**src/sv/efd_pkg.sv**
```systemverilog
package efd_pkg;

  localparam int LEN_BITS  = 18;
  localparam int MAX_W     = 18;
  localparam int FLEN_W    = 18;
  localparam int CFG_W     = 18;
  localparam int CFG_IDX_W = 2;
  localparam int CMP_W     = (LEN_BITS > MAX_W) ? LEN_BITS : MAX_W;

  localparam logic [7:0] SYM_START = 8'hAC;
  localparam logic [7:0] SYM_END   = 8'hAD;
  localparam logic [7:0] SYM_ESC   = 8'hAE;
  localparam logic [7:0] ESC_FLIP  = 8'h80;

  localparam logic [7:0]       CRC_POLY_RST = 8'h07;
  localparam logic [7:0]       CRC_INIT_RST = 8'h00;
  localparam logic [MAX_W-1:0] MAX_FRAME_RST = MAX_W'(1024 * 128);

  typedef enum logic [CFG_IDX_W-1:0] {
    REG_CRC_POLY  = 2'd0,
    REG_CRC_INIT  = 2'd1,
    REG_MAX_FRAME = 2'd2
  } cfg_reg_t;

  typedef enum logic [1:0] {
    KIND_PAYLOAD = 2'd0,
    KIND_GOOD    = 2'd1,
    KIND_BAD     = 2'd2
  } kind_t;

  // Contents of the input register handed to the decoder.
  typedef struct packed {
    logic       valid;
    logic [7:0] data;
  } stg_t;

  // One byte through an MSB-first CRC-8 with implicit x^8 term.
  function automatic logic [7:0] crc8_step(input logic [7:0] crc, input logic [7:0] b,
                                           input logic [7:0] poly);
    logic [7:0] c;
    c = crc ^ b;
    for (int i = 0; i < 8; i++) begin
      if (c[7]) begin
        c = {c[6:0], 1'b0} ^ poly;
      end else begin
        c = {c[6:0], 1'b0};
      end
    end
    return c;
  endfunction

endpackage

```
**src/sv/efd_in_if.sv**
```systemverilog
interface efd_in_if;
  import efd_pkg::*;

  logic       valid;
  logic       ready;
  logic [7:0] in_byte;

  modport source (output valid, output in_byte, input ready);
  modport sink   (input valid, input in_byte, output ready);
endinterface

```
**src/sv/efd_out_if.sv**
```systemverilog
interface efd_out_if;
  import efd_pkg::*;

  logic              valid;
  logic              ready;
  kind_t             kind;
  logic [7:0]        out_data;
  logic [FLEN_W-1:0] frame_len;

  modport source (output valid, output kind, output out_data, output frame_len, input ready);
  modport sink   (input valid, input kind, input out_data, input frame_len, output ready);
endinterface

```
**src/sv/efd_in_reg.sv**
```systemverilog
module efd_in_reg (
  input  logic            clk,
  input  logic            rst_n,
  efd_in_if.sink          in_if,
  input  logic            adv,
  output efd_pkg::stg_t   stg
);
  import efd_pkg::*;

  logic       valid_r;
  logic       valid_nxt;
  logic [7:0] data_r;
  logic       take;

  // The register frees up in the same cycle the decoder consumes it.
  assign in_if.ready = !valid_r || adv;
  assign take        = in_if.valid && in_if.ready;

  always_comb begin
    valid_nxt = valid_r;
    if (take) begin
      valid_nxt = 1'b1;
    end else if (adv) begin
      valid_nxt = 1'b0;
    end
  end

  always_ff @(posedge clk) begin
    if (!rst_n) begin
      valid_r <= 1'b0;
    end else begin
      valid_r <= valid_nxt;
    end
  end

  always_ff @(posedge clk) begin
    if (take) begin
      data_r <= in_if.in_byte;
    end
  end

  assign stg.valid = valid_r;
  assign stg.data  = data_r;

endmodule

```
**src/sv/efd_core.sv**
```systemverilog
module efd_core (
  input  logic                           clk,
  input  logic                           rst_n,
  input  efd_pkg::stg_t                  stg,
  output logic                           adv,
  efd_out_if.source                      out_if,
  input  logic                           cfg_we,
  input  logic [efd_pkg::CFG_IDX_W-1:0]  cfg_idx,
  input  logic [efd_pkg::CFG_W-1:0]      cfg_wdata
);
  import efd_pkg::*;

  typedef enum logic [1:0] {
    M_HUNT  = 2'd0,
    M_FRAME = 2'd1,
    M_ESC   = 2'd2,
    M_PEND  = 2'd3
  } mode_t;

  logic [7:0]       poly_r;
  logic [7:0]       init_r;
  logic [MAX_W-1:0] max_r;

  mode_t               mode_r, mode_nxt;
  logic                hv_r, hv_nxt;
  logic [7:0]          held_r, held_nxt;
  logic [7:0]          crc_r, crc_nxt;
  logic [LEN_BITS-1:0] cnt_r, cnt_nxt;

  logic              out_v_r;
  kind_t             out_kind_r;
  logic [7:0]        out_data_r;
  logic [FLEN_W-1:0] out_len_r;

  logic              res_v;
  kind_t             res_kind;
  logic [7:0]        res_data;
  logic [FLEN_W-1:0] res_len;

  logic [7:0]          b;
  logic [7:0]          tb;
  logic                over;
  logic [LEN_BITS-1:0] cnt_inc;
  logic [LEN_BITS-1:0] emit_cnt;
  logic [FLEN_W-1:0]   emit_len;
  logic [7:0]          crc_upd;
  logic                good_now;
  logic                good_esc;

  assign b        = stg.data;
  assign tb       = (mode_r == M_ESC) ? (stg.data ^ ESC_FLIP) : stg.data;
  assign over     = (CMP_W'(cnt_r) >= CMP_W'(max_r)) || (&cnt_r);
  assign cnt_inc  = cnt_r + LEN_BITS'(1);
  assign emit_cnt = (cnt_r == '0) ? '0 : cnt_r - LEN_BITS'(1);
  assign emit_len = FLEN_W'(emit_cnt);
  assign crc_upd  = crc8_step(crc_r, held_r, poly_r);
  assign good_now = (cnt_r >= LEN_BITS'(2)) && (held_r == crc_r);
  // Escape-then-end closes right after the escaped byte is taken in.
  assign good_esc = (cnt_inc >= LEN_BITS'(2)) && (tb == (hv_r ? crc_upd : crc_r));

  always_comb begin
    mode_nxt = mode_r;
    hv_nxt   = hv_r;
    held_nxt = held_r;
    crc_nxt  = crc_r;
    cnt_nxt  = cnt_r;
    res_v    = 1'b0;
    res_kind = KIND_PAYLOAD;
    res_data = '0;
    res_len  = '0;

    unique case (mode_r)
      M_HUNT, M_PEND: begin
        if (mode_r == M_PEND) begin
          res_v    = 1'b1;
          res_kind = good_now ? KIND_GOOD : KIND_BAD;
          res_len  = emit_len;
          hv_nxt   = 1'b0;
        end
        if (b == SYM_START) begin
          mode_nxt = M_FRAME;
          crc_nxt  = init_r;
          hv_nxt   = 1'b0;
          held_nxt = '0;
          cnt_nxt  = '0;
        end else begin
          mode_nxt = M_HUNT;
        end
      end
      M_FRAME, M_ESC: begin
        if (mode_r == M_FRAME && b == SYM_START) begin
          mode_nxt = M_FRAME;
        end else if (mode_r == M_FRAME && b == SYM_END) begin
          res_v    = 1'b1;
          res_kind = good_now ? KIND_GOOD : KIND_BAD;
          res_len  = emit_len;
          mode_nxt = M_HUNT;
          hv_nxt   = 1'b0;
        end else if (mode_r == M_FRAME && b == SYM_ESC) begin
          mode_nxt = M_ESC;
        end else if (over) begin
          // Frame too long: the held byte is dropped with a bad verdict.
          res_v    = 1'b1;
          res_kind = KIND_BAD;
          res_len  = emit_len;
          mode_nxt = M_HUNT;
          hv_nxt   = 1'b0;
        end else begin
          mode_nxt = M_FRAME;
          cnt_nxt  = cnt_inc;
          held_nxt = tb;
          hv_nxt   = 1'b1;
          if (hv_r) begin
            crc_nxt  = crc_upd;
            res_v    = 1'b1;
            res_kind = KIND_PAYLOAD;
            res_data = held_r;
          end
          if (mode_r == M_ESC && b == SYM_END) begin
            if (hv_r) begin
              // The payload byte goes out now; the verdict follows with the next byte.
              mode_nxt = M_PEND;
            end else begin
              res_v    = 1'b1;
              res_kind = good_esc ? KIND_GOOD : KIND_BAD;
              res_len  = FLEN_W'(cnt_r);
              mode_nxt = M_HUNT;
              hv_nxt   = 1'b0;
            end
          end
        end
      end
      default: begin
        mode_nxt = M_HUNT;
      end
    endcase
  end

  assign adv = stg.valid && (!out_v_r || out_if.ready || !res_v);

  always_ff @(posedge clk) begin
    if (!rst_n) begin
      poly_r     <= CRC_POLY_RST;
      init_r     <= CRC_INIT_RST;
      max_r      <= MAX_FRAME_RST;
      mode_r     <= M_HUNT;
      hv_r       <= 1'b0;
      held_r     <= '0;
      crc_r      <= CRC_INIT_RST;
      cnt_r      <= '0;
      out_v_r    <= 1'b0;
    end else begin
      if (cfg_we) begin
        unique case (cfg_reg_t'(cfg_idx))
          REG_CRC_POLY:  poly_r <= cfg_wdata[7:0];
          REG_CRC_INIT:  init_r <= cfg_wdata[7:0];
          REG_MAX_FRAME: max_r  <= cfg_wdata[MAX_W-1:0];
          default: begin
          end
        endcase
      end
      if (adv) begin
        mode_r <= mode_nxt;
        hv_r   <= hv_nxt;
        held_r <= held_nxt;
        crc_r  <= crc_nxt;
        cnt_r  <= cnt_nxt;
      end
      if (adv && res_v) begin
        out_v_r <= 1'b1;
      end else if (out_if.ready) begin
        out_v_r <= 1'b0;
      end
    end
  end

  always_ff @(posedge clk) begin
    if (adv && res_v) begin
      out_kind_r <= res_kind;
      out_data_r <= res_data;
      out_len_r  <= res_len;
    end
  end

  assign out_if.valid     = out_v_r;
  assign out_if.kind      = out_kind_r;
  assign out_if.out_data  = out_data_r;
  assign out_if.frame_len = out_len_r;

endmodule

```
**src/sv/escaped_frame_decoder_crc8_top.sv**
```systemverilog
// Byte-stuffed frame decoder with CRC-8 check. One line byte transfers in per cycle when the
// result side keeps up; a byte is decoded against the frame state from the input register,
// and the result it causes is offered from the output register. Bytes that cause
// no result never wait; a byte that causes a result waits only while the output register
// still holds an earlier result that has not been transferred. Before a start byte 0xAC all
// bytes are dropped; inside a frame 0xAE escapes the next byte (XOR 0x80), 0xAD closes the
// frame, and payload bytes come out one byte late so the trailing CRC byte is never emitted.
// Each frame ends with a good or bad verdict carrying the payload length. Registers: 0 CRC
// polynomial, 1 CRC start value, 2 maximum decoded frame length; write them only while idle.
module escaped_frame_decoder_crc8_top (
  input  logic                           clk,
  input  logic                           rst_n,
  efd_in_if.sink                         in_if,
  efd_out_if.source                      out_if,
  input  logic                           cfg_we,
  input  logic [efd_pkg::CFG_IDX_W-1:0]  cfg_idx,
  input  logic [efd_pkg::CFG_W-1:0]      cfg_wdata
);
  import efd_pkg::*;

  stg_t stg;
  logic adv;

  efd_in_reg u_in_reg (
    .clk   (clk),
    .rst_n (rst_n),
    .in_if (in_if),
    .adv   (adv),
    .stg   (stg)
  );

  efd_core u_core (
    .clk       (clk),
    .rst_n     (rst_n),
    .stg       (stg),
    .adv       (adv),
    .out_if    (out_if),
    .cfg_we    (cfg_we),
    .cfg_idx   (cfg_idx),
    .cfg_wdata (cfg_wdata)
  );

endmodule

```
**src/flat_wrapper.sv**
```systemverilog
// flat-port wrapper written by rule: the top's interface ports become plain ports
module escaped_frame_decoder_crc8_top_flat import efd_pkg::*;
  (clk, rst_n, cfg_we, cfg_idx, cfg_wdata, in_if_valid, in_if_in_byte, in_if_ready, out_if_valid, out_if_kind, out_if_out_data, out_if_frame_len, out_if_ready);
  efd_in_if in_if_i ();
  efd_out_if out_if_i ();
  input  logic clk;
  input  logic rst_n;
  input  logic cfg_we;
  input  logic [efd_pkg::CFG_IDX_W-1:0] cfg_idx;
  input  logic [efd_pkg::CFG_W-1:0] cfg_wdata;
  input wire logic [$bits(in_if_i.valid)-1:0] in_if_valid;
  input wire logic [$bits(in_if_i.in_byte)-1:0] in_if_in_byte;
  output wire logic [$bits(in_if_i.ready)-1:0] in_if_ready;
  output wire logic [$bits(out_if_i.valid)-1:0] out_if_valid;
  output wire logic [$bits(out_if_i.kind)-1:0] out_if_kind;
  output wire logic [$bits(out_if_i.out_data)-1:0] out_if_out_data;
  output wire logic [$bits(out_if_i.frame_len)-1:0] out_if_frame_len;
  input wire logic [$bits(out_if_i.ready)-1:0] out_if_ready;
  assign in_if_i.valid = in_if_valid;
  assign in_if_i.in_byte = in_if_in_byte;
  assign in_if_ready = in_if_i.ready;
  assign out_if_valid = out_if_i.valid;
  assign out_if_kind = out_if_i.kind;
  assign out_if_out_data = out_if_i.out_data;
  assign out_if_frame_len = out_if_i.frame_len;
  assign out_if_i.ready = out_if_ready;
  escaped_frame_decoder_crc8_top u_core (.clk(clk), .rst_n(rst_n), .in_if(in_if_i), .out_if(out_if_i), .cfg_we(cfg_we), .cfg_idx(cfg_idx), .cfg_wdata(cfg_wdata));
endmodule
```
**config.mk**
```make
export PLATFORM = sky130hd
export DESIGN_NAME = escaped_frame_decoder_crc8_top_flat
export DESIGN_NICKNAME = d
export VERILOG_FILES = /design/src/sv/efd_pkg.sv /design/src/sv/efd_in_if.sv /design/src/sv/efd_out_if.sv /design/src/sv/efd_in_reg.sv /design/src/sv/efd_core.sv /design/src/sv/escaped_frame_decoder_crc8_top.sv /design/src/flat_wrapper.sv
export SDC_FILE = /design/constraint.sdc
export NUM_CORES = 1
export LEC_CHECK = 0
export ABC_AREA = 1
export BUFFER_PORTS_ARGS = -buffer_cell sky130_fd_sc_hd__buf_2
export CAP_MARGIN = 20
export CORE_MARGIN = 2
export CORE_UTILIZATION = 60
export DETAILED_ROUTE_END_ITERATION = 7
export PLACE_DENSITY = 0.9
export SETUP_SLACK_MARGIN = 0.02
export SLEW_MARGIN = 0
export SYNTH_ARGS = -nofsm -noshare
export SYNTH_HDL_FRONTEND = slang
export SYNTH_SLANG_ARGS = --single-unit
```
**constraint.sdc**
```tcl
create_clock -name clk -period 4.2 [get_ports clk]
set_clock_uncertainty 0.2 [all_clocks]
set_input_delay 0.42 -clock clk [delete_from_list [all_inputs] [get_ports clk]]
set_output_delay 0.42 -clock clk [all_outputs]
set_load 0.01 [all_outputs]
```
# Word-level counts from Yosys, hierarchy flattened
# Index checks and enable logic that the tools add are counted.
# totals
romBits,0
inputBits,33
register_bits,109
memories,0
output_inout_bits,30
wordCells,154
ramBits,0
latchBits,0
# classes
bitwise_logic,12
n_eq_ne,17
n_mux,76
magnitude_cmp,3
reduce_logical,30
mul,0
n_addsub,2
div_mod_pow,0
n_shift,0
# ops
op,n
$mux W18,13
$mux W8,20
$pmux W18 S2,2
$xor A8 B8 Y8,9
$ge A18 B2 Y1 const B,2
$pmux W8 S2,2
$mux W2,15
$eq A8 B8 Y1 const B,3
$mux W1,20
$add A18 B1 Y18 const B,1
$ge A18 B18 Y1,1
$logic_not A18 Y1,1
$reduce_and A18 Y1,1
$sub A18 B1 Y18 const B,1
$eq A8 B8 Y1,2
$ne A2 B2 Y1 const B,5
$logic_and A1 B1 Y1,9
$pmux W2 S2,2
$eq A2 B2 Y1 const B,3
$ne A3 B3 Y1 const B,2
$reduce_and A2 Y1,3
$reduce_and A6 Y1,1
$reduce_or A6 Y1,1
$eq A2 B1 Y1 const B,2
8 further kinds,19

# Logic depth before layout (Yosys ltp)
# Gate-level depths: netlist of the first run.
# logic_depth
word_depth,28
ltp_mapped,39
depth_no_buf,36

# Modules after synthesis
# A second synthesis of the first run with hierarchy kept.
# unflattened
hier_cells,1127
hier_area_um2,7773.7
# by_module_without_submodules
mod,n_inst,cells_per_inst,seq_area_each_um2,area_each_um2
efd_core,1,1111,2282.2,7474.7
efd_in_reg,1,16,260.2,299.0

# Least setup slack after synthesis of the first run
# OpenSTA, ideal clock, no wires.
# synth_path
path_type,register to register
start,register u_core.u_core.cnt_r[3]
end,register u_core.u_core.out_len_r[0] (netlist: u_core.u_core.out_if.frame_len[0]) (enable)
period_less_slack_ps,3690
n_path_buf,0
stages_incl_launch_ff,19
required_ps,3617
path_slack_ps,510
setup_time_ps,383
arrival_ps,3107
cell_sequence,dfxtp_1 -> ha_1 -> a21oi_1 -> nor2_1 -> a211oi_1 -> nor2_1 -> o21ai_0 -> o2111ai_1 -> nor2_1 -> inv_1 -> nor2_2 -> inv_1 -> nor3_1 -> o21ai_1 -> nand2_1 -> nand2_1 -> inv_1 -> nand2_1 -> inv_1
# synth_between
elab_chain_cells,11
word_cells_on_any_way,12
cone_classes,1 x order compare; 5 x mux; 6 x reduce/logical
# synth_lines
element,line,text
"start, declared",efd_core.sv:28,"logic [LEN_BITS-1:0] cnt_r, cnt_nxt;"
"start signal, assigned",efd_core.sv:167,cnt_r <= cnt_nxt;
$ge A18 B18 Y1 or $reduce_and A18 Y1 (tied branches),efd_core.sv:52,assign over = (CMP_W'(cnt_r) >= CMP_W'(max_r)) || (&cnt_r);
$logic_or A1 B1 Y1 *,efd_core.sv:52,
$mux W1 *,efd_core.sv:101,end else if (over) begin
$mux W1 *,efd_core.sv:99,end else if (mode_r == M_FRAME && b == SYM_ESC) begin
$mux W1 *,efd_core.sv:93,end else if (mode_r == M_FRAME && b == SYM_END) begin
$mux W1 *,efd_core.sv:91,if (mode_r == M_FRAME && b == SYM_START) begin
$pmux W1 S2 *,efd_core.sv:72,unique case (mode_r)
$logic_not A1 Y1,efd_core.sv:139,assign adv = stg.valid && (!out_v_r || out_if.ready || !res_v);
$logic_or A1 B1 Y1,efd_core.sv:139,
$logic_and A1 B1 Y1,efd_core.sv:139,
$logic_and A1 B1 Y1 *,efd_core.sv:178,if (adv && res_v) begin
"end signal, assigned",efd_core.sv:181,out_len_r <= res_len;
"end, declared",efd_core.sv:33,logic [FLEN_W-1:0] out_len_r;
# Every way passes the cells marked *; elsewhere a longest branch is shown, timed or not.
# A chain may end at the register's enable or synchronous reset.

# Worst setup path in the final report of the first run
# layout_path
start,register u_core.u_core.crc_r[5]
end,register u_core.u_core.out_kind_r[1] (netlist: u_core.u_core.out_if.kind[1]) (data pin)
# layout_between
elab_chain_cells,27
word_cells_on_any_way,31
cone_classes,2 x eq/ne; 19 x mux; 8 x bitwise; 2 x reduce/logical
# layout_lines
element,line,text
"start, declared",efd_core.sv:27,"logic [7:0] crc_r, crc_nxt;"
"start signal, assigned",efd_core.sv:166,crc_r <= crc_nxt;
$xor A8 B8 Y8,efd_pkg.sv:41,c = crc ^ b;
$xor A8 B8 Y8,efd_pkg.sv:44,"c = {c[6:0], 1'b0} ^ poly;"
$mux W8,efd_pkg.sv:43,if (c[7]) begin
$xor A8 B8 Y8,efd_pkg.sv:44,
$mux W8 (2 in a row),efd_pkg.sv:43,
$xor A8 B8 Y8,efd_pkg.sv:44,
$mux W8,efd_pkg.sv:43,
$xor A8 B8 Y8,efd_pkg.sv:44,
[11 not listed],n/a,
$mux W2,efd_core.sv:120,if (hv_r) begin
$mux W2,efd_core.sv:119,if (mode_r == M_ESC && b == SYM_END) begin
$mux W2,efd_core.sv:101,
$mux W2,efd_core.sv:99,
$mux W2,efd_core.sv:93,
$mux W2,efd_core.sv:91,
$pmux W2 S2 *,efd_core.sv:72,
net u_core.u_core.res_kind[1],efd_core.sv:36,kind_t res_kind;
"end signal, assigned",efd_core.sv:179,out_kind_r <= res_kind;
"end, declared",efd_core.sv:31,kind_t out_kind_r;
# The timed path passes the listed nets; every way through them passes the cells marked *.

==> run summary, run 1 <==
The tightest hold margin came out at 0.0301 ns. The instance area after placement came out at 8130 um2. The peak ir drop on the vdd network is approximately 0.25 mV.

The first-pass GRT wire length is ~33 mm. Max-cap violations in this run came to 0. The wire length per cell after detailed routing came out at between 15 and 20 um. STA classifies the critical path endpoint as a flip-flop. The cell area after layout is 8780 um2. The startpoint identified for the worst register-to-register timing path is u_core.u_core.crc_r[5]$_SDFFE_PN0P_. For this run, the leading register cell type out of synthesis is dfxtp_1.

At the end of routability-driven placement, the weighted congestion stood at ~0.93. The largest total area in the synthesized netlist belongs to dfxtp_1. The headroom to the max-slew limit is around two fifths.

The final worst-path cycle share is about 94%. Summed over all layers, the global routing overflow is 0. Detailed placement finished with a half-perimeter wire length of 14.8 mm. The core region is 12500 um2. The capture point of the worst reg-to-reg path is u_core.u_core.out_if.kind[1]$_DFFE_PP_. The class of the tightest hold or removal check is input port to flip-flop. The count of nets after finishing came out at 1251. The via count of the first global-routing pass came out at between 7000 and 8000.

The area added between synthesis and finish is 15.2%. At the pin with the least slew margin, the transition time is 0.930 ns. The average size of a mapped cell came out at 6.83 um2. In this run the cell area of the synthesized design comes to 7620 um2. The deepest clock path buffer count is 2.

The final critical-path required period came out at 3.96 ns. OpenSTA, run right after detailed placement, puts the worst setup slack at -0.0107 ns. The number of warnings issued by yosys came out at 0. The cell repeated most along the worst path is nand2_1. The synthesized design contains 36 enable-type register cells. The total length of routed wires came out at 21.7 mm.

The first routing iteration left 1047 violations. The chip width is 117 um. The count of buffers inserted at the top-level ports came out at 62. The post-route DRC violation count came out at 0. In this run the power density over the cells is 359 nW/um2. In the layout the commonest cells are 260 x nand2_1, 130 x inv_1, 98 x o21ai_0. The height of the die came out at around 120 um. The final number of max-transition violations is 0.

The length in cells of the worst reg-to-reg path came out at 31. For this run, the slowest stage of the critical path takes approximately 0.44 ns. Once detail routing completed, the nets flagged for antenna violations numbered 0.

The clock net in this run drives a total of 109 sinks. After filler insertion, the fill cell instance count of the layout stands at just under 1000. For the final routed database, the setup TNS stands at 0 ns. The cell count after synthesis came out at 1116. The proportion of layout cells with a drive suffix above 1 came out at 16.3%. The standard-cell row count is 41. The synthesized design devotes to its leading area cell type a little under a fifth of total area.

The maximum clock frequency is approximately 250 MHz. The number of antenna diodes in the final layout is 0. For this configuration, the core starts out at a cell density of 60.9%. Setup slack closes at between 0.2 and 0.25 ns.

The worst endpoint data arrival time came out at 3.88 ns. The number of endpoints with negative hold slack in the final report is 0. The leakage dissipation is 0.00396 uW. The CTS buffer count came out at 9. The kind of critical path is flip-flop to flip-flop.

The floorplan die area came out at about 14000 um2. The sequential fraction of the synthesis area is 33.4%. The flow ran to the end, and the final reports show no timing, DRC or antenna violations. TritonCTS built the clock tree. Setup violations remaining at the end of the flow were counted as 0.

Synthesis inferred 109 register bits. Setup repair after global routing could not meet its margin everywhere. The initial antenna violation count came out at 0. The peak fanout along the critical path is 9.

The post-synthesis net count came out at 1174. Leaving out fill and tap cells, the most frequent cell in the layout is nand2_1. Pin placement for this block handled 63 I/O pins. Among all stages on the critical path, the largest delay is contributed by dfxtp_1. The H-tree depth is 3. The buffer cell driving the clock tree root is clkbuf_16. The area occupied by registers came out at about 2500 um2. The global-route total usage across every layer came out at 30.4%. In this run the worst setup path begins at u_core.u_core.crc_r[5]$_SDFFE_PN0P_.

The termination of the worst setup path is u_core.u_core.out_if.kind[1]$_DFFE_PP_. At the worst endpoint, the required time is 4.12 ns. The type of origin of the critical path is a flip-flop. By area the synthesized netlist is led by dfxtp_1 19%, edfxtp_1 14%, nand2_1 13%. The number of unique standard cell types used by synthesis came out at between 40 and 50.

The count of TritonRoute iterations in the first routing pass came out at 8. The clock latency reported for the late side of the worst-skew pair came out at 0.37 ns. The clock transition at the registers of the reported paths is 0.08 ns. The via count normalized by instance count is between 6 and 7. Summing over every cut layer, the via total after detailed routing is 8233. The largest net degree at the start of global routing came out at 54.

Counting flops with an async set or reset pin after synthesis yields a share of 0%. The slack of the worst reg-to-reg path came out at 0.24 ns. The area used by multi-input combinational logic came out at approximately 4500 um2.
[final cells by class]
class | count | area share (%)
Multi-Input combinational cell | 829 | 51.6
Timing Repair Buffer | 103 | 7.51
Inverter | 141 | 6.03
Clock buffer | 9 | 2.57
Sequential cell | 109 | 29.0
Clock inverter | 7 | 0.812
Tap cell | 172 | 2.45
[power breakdown]
group / internal [uW] / leakage, uW / switching, uW
clock: 422 / 0.000148 / 440
combinational: 389 / 0.00287 / 716
sequential: 1130 / 0.000945 / 55.5
total: 1940 / 0.00396 / 1210
[critical path, delay by kind of cell, from the launching register on]
| kind | cells | cell delay [ns] |
|---|---|---|
| flip-flops | 1 | 0.44 |
| AND/OR/NAND/NOR | 27 | 2.52 |
| XOR/XNOR | 1 | 0.30 |
| buffers and inverters | 3 | 0.25 |
[what timing repair did]
item | in CTS | in global routing
pin swaps | 0 | 15
setup endpoints to repair | 1 | 32
hold buffers | 0 | 0
buffers inserted | 0 | 16
gates cloned | 0 | 4
resized for setup | 1 | 42
[through the flow]
stage               total power, uW  cells  utilization [%]
detailed placement             2170   1334             64.9
global route                   3320   1370             70.1
finish                         3160   1370             70.1
global placement               2140   1334             64.9
floorplan                      1950   1116                -
CTS                            3010   1350             67.3
[cells in the mapped netlist, types with 3 or more instances]
| master | n |
|---|---|
| a211oi_1 | 17 |
| a21oi_1 | 73 |
| a31oi_1 | 3 |
| buf_2 | 3 |
| buf_4 | 4 |
| buf_6 | 6 |
| clkbuf_1 | 28 |
| clkinv_1 | 3 |
| dfxtp_1 | 73 |
| edfxtp_1 | 36 |
| ha_1 | 25 |
| inv_1 | 133 |
| inv_2 | 5 |
| nand2_1 | 266 |
| nand2_2 | 16 |
| nand2_4 | 4 |
| nand3_1 | 96 |
| nand3_2 | 6 |
| nand3_4 | 3 |
| nand3b_1 | 3 |
| nand4_1 | 15 |
| nor2_1 | 94 |
| nor2_2 | 3 |
| nor3_1 | 15 |
| nor4_1 | 15 |
| o211ai_1 | 4 |
| o21ai_0 | 98 |
| o22ai_1 | 4 |
| or2_2 | 3 |
| xnor2_1 | 16 |
| xor2_1 | 31 |
[cell families after synthesis]
family | Yosys count | synth area share [%]
buffers and inverters | 182 | 9.80
adder cells (fa/ha/maj) | 25 | 4.10
flip-flops | 109 | 33.4
AO/OA/AOI/OAI | 211 | 15.2
XOR/XNOR | 48 | 5.61
AND/OR/NAND/NOR | 541 | 31.9
[layer usage]
layer | vias to the layer above | part of all wire, % | track usage (%)
met5 | - | 0 | 0
met4 | 0 | 3.1 | 11.0
met3 | 90 | 11 | 7.16
met2 | 537 | 45 | 49.8
met1 | 3738 | 40 | 39.3
li1 | 3868 | - | -
[worst min path at each step]
| stage | start | end | slack [ns] | cells past startpoint |
|---|---|---|---|---|
| detailed placement | u_core.u_core.max_r[10]$_SDFFE_PN0P_ | u_core.u_core.max_r[10]$_SDFFE_PN0P_ | 0.26 | 2 |
| finish | in_if_in_byte[5] | u_core.u_in_reg.data_r[5]$_DFFE_PP_ | 0.03 | 1 |
| floorplan | u_core.u_core.max_r[10]$_SDFFE_PN0P_ | u_core.u_core.max_r[10]$_SDFFE_PN0P_ | 0.24 | 2 |
| global route | in_if_in_byte[3] | u_core.u_in_reg.data_r[3]$_DFFE_PP_ | 0.02 | 1 |
| global placement | u_core.u_core.max_r[3]$_SDFFE_PN0P_ | u_core.u_core.max_r[3]$_SDFFE_PN0P_ | 0.25 | 2 |
| CTS | in_if_in_byte[5] | u_core.u_in_reg.data_r[5]$_DFFE_PP_ | 0.03 | 1 |
Power figures use the tool's default switching activity.
==> run 2, diff against run 1 <==
- CORE_ASPECT_RATIO: not set -> 0.5
==> run 2 against run 1 <==
  * The flow now finishes with violations (design-rule violations)
  * First-iteration DRC count rose by 29%
  * Sequential cell count did not move
  * Core utilization up 0.31 points
  * Largest power group unchanged
  * Critical endpoint unchanged
  * Cell area is 0.46% higher
  * Sequential power hardly changed
  * Largest cell class unchanged
  * Critical path depth up 6
  * Fmax shrank 4.3%
==> run summary, run 2 (same netlist as run 1, synthesis figures left out) <==
The cell repeated most along the worst path is nand2_1. The number of diodes added for antenna fixing came out at 0. The total power of the final layout is 3130 uW.

The initial antenna violation count is 0. The worst endpoint data arrival time came out at 4.05 ns. The worst setup path is captured at a flip-flop. The clock tree from TritonCTS is done. The maximum clock frequency is between 200 and 250 MHz. The net count of the finished layout is 1258. The longest individual stage delay on the worst path is approximately 0.32 ns. The required time reported for the critical path endpoint is approximately 4 ns. The first global-routing pass estimated 35.2 mm of wire. The final number of max-transition violations is 0. The total length of routed wires is 22.4 mm. The worst setup path is launched from a flip-flop. The slowest stage of the critical path is the dfxtp_1 cell. The post-route non-filler standard cell count is 1375.

The filler cells instantiated in the layout total 953. The core area came out at ~13000 um2. Measured against its own limit, the worst slew margin works out to 45.3%.

Once the floorplan was initialized, standard cells occupied 60.9% of the core. The boundary pin count is 63. The number of cells in the design after placement came out at 1328. The via count normalized by instance count is 6.04. The floorplan die area is 13700 um2. The final worst slack came out at ~0.061 ns. The cell depth of the worst min-delay path is 1. The path with the worst hold slack has its endpoint at u_core.u_in_reg.data_r[6]$_DFFE_PP_.

The flow ran to the end, but the final reports show violations. Summing over every cut layer, the via total after detailed routing is approximately 8300. The area growth from synthesis to layout is 15.7%. Counting cells, the worst reg-to-reg path comes to 37. In the finished design, the share of the clock period the worst path needs comes to 98.6%. The clock net in this run drives a total of around 110 sinks. For the finished layout, the period the worst path requires is 4.14 ns. The height of the die came out at 83.7 um. Global routing used about a third of the available tracks.

Input and output buffers added on the ports amount to 62. Detailed placement ended at an HPWL of 15.0 mm. The critical path is of the flip-flop to flip-flop type. At the end of routability-driven placement, the weighted congestion stood at 0.954. The buffer cell driving the clock tree root is clkbuf_16. For this run, the detailed router's first-pass iteration total came to 8. The chip width is 163 um. In this run the critical register-to-register path is launched from u_core.u_core.held_r[6]$_SDFFE_PN0P_.

The power per standard cell area is 355 nW/um2. The number of clock buffers added by TritonCTS is 9. The leftover overflow at the end of global routing came out at 0. At the pin with the least slew margin, the transition time is 0.819 ns. The number of endpoints with negative hold slack in the final report is 0. Cells with a size suffix above 1 make up between 15 and 20% of the layout. Setup violations remaining at the end of the flow were counted as 0. The worst-case IR drop observed on VDD is roughly 0.22 mV.

The slack of the worst reg-to-reg path is 0.06 ns. In the layout the commonest cells are 256 x nand2_1, 129 x inv_1, 98 x o21ai_0. The leakage dissipation came out at between 0.003 and 0.004 uW.

Setup repair after global routing could not meet its margin everywhere. The placed instances occupy a cell area of 8090 um2. The DRC violation total after the first TritonRoute iteration came out at about 1400.

The H-tree was split into 3 levels. The clock transition at the registers of the reported paths came out at about 0.070 ns. The worst register-to-register path ends at u_core.u_core.out_if.kind[1]$_DFFE_PP_. The max-capacitance violation count came out at 0. In this run the remaining antenna-violating nets after routing total 0.

In this run the most critical hold path is launched from in_if_in_byte[6]. The deepest clock path buffer count came out at 2. The cell area after layout came out at 8820 um2. The tightest hold margin is 0.0353 ns.

The standard-cell row count is 29. At the placement stage, the worst setup path has a slack of -0.00497 ns. The peak fanout along the critical path came out at 8. The clock latency reported for the late side of the worst-skew pair came out at roughly 0.35 ns. The wire length per cell after detailed routing is 16.3 um.

The tightest min-delay check is of the input port to flip-flop type. Leaving out fill and tap cells, the most frequent cell in the layout is nand2_1. The checks that failed: design-rule violations.

The via count of the first global-routing pass came out at 7555. The largest net degree at the start of global routing came out at 54. The post-route DRC violation count is 12.
==> run 2: cell types whose count changed in the layout (fill, tap and decap cells not counted), sizes merged <==
cell,delta
clkinv,-1
o21ai,+1
clkbuf,+2
clkinvlp,+2
buf,+6
inv,-3
==> run 2: repair_timing <==
action | CTS | global route
resized for setup | 3 | 50
endpoints found under the setup margin | 1 | 37
hold buffers | 0 | 0
cloned | 1 | 4
setup buffers | 2 | 24
pin swaps | 2 | 23
==> run 2: metal layers <==
metal | global-route usage (%) | vias to the layer above | share of wire, %
met4 | 12.1 | 0 | 4.2
met1 | 39.9 | 3791 | 39
met5 | 0 | - | 0
met2 | 53.4 | 522 | 47
met3 | 6.01 | 123 | 9.8
li1 | - | 3868 | -
==> run 2: how the worst max path moves through the flow <==
stage | to | cells past startpoint | slack (ns) | start
floorplan | u_core.u_core.out_if.frame_len[0]$_DFFE_PP_ | 18 | 0.51 | u_core.u_core.cnt_r[3]$_SDFFE_PN0P_
global placement | u_core.u_core.out_if.kind[1]$_DFFE_PP_ | 31 | 0.27 | u_core.u_core.crc_r[7]$_SDFFE_PN0P_
detailed placement | u_core.u_core.out_if.kind[1]$_DFFE_PP_ | 32 | -0.005 | u_core.u_core.held_r[7]$_SDFFE_PN0P_
CTS | u_core.u_core.cnt_r[5]$_SDFFE_PN0P_ | 21 | 0.03 | u_core.u_core.cnt_r[1]$_SDFFE_PN0P_
global route | u_core.u_core.out_if.kind[1]$_DFFE_PP_ | 35 | -0.13 | u_core.u_core.crc_r[6]$_SDFFE_PN0P_
finish | u_core.u_core.out_if.kind[1]$_DFFE_PP_ | 37 | 0.06 | u_core.u_core.held_r[6]$_SDFFE_PN0P_
==> run 2: cell type report <==
class / count / area [um2] / area share, %
Multi-Input combinational cell: 830 / 4570 / 51.8
Tap cell: 170 / 213 / 2.41
Sequential cell: 109 / 2550 / 28.9
Clock buffer: 11 / 233 / 2.64
Timing Repair Buffer: 109 / 691 / 7.83
Clock inverter: 5 / 36.3 / 0.411
Inverter: 141 / 529 / 6.00
==> run 2: through the flow <==
stage | TNS (ns) | utilization, %
6_report | 0 | 70.5
5_1_grt | -0.203 | 70.5
4_1_cts | 0 | 67.1
3_5_place_dp | -0.00497 | 64.6
3_3_place_gp | 0 | 64.6
2_1_floorplan | 0 | -
==> run 2: critical path: cells and delay by family, from the launching register on <==
family                    cells  cell delay [ns]
xor gates and xnor gates      1             0.10
and+or+nand+nor              29             2.61
buffers and inverters         7             0.65
DFF                           1             0.32
==> run 2: power breakdown <==
group	internal, uW	switching [uW]
combinational	404	743
sequential	1130	52.8
clock	405	394
total	1940	1190
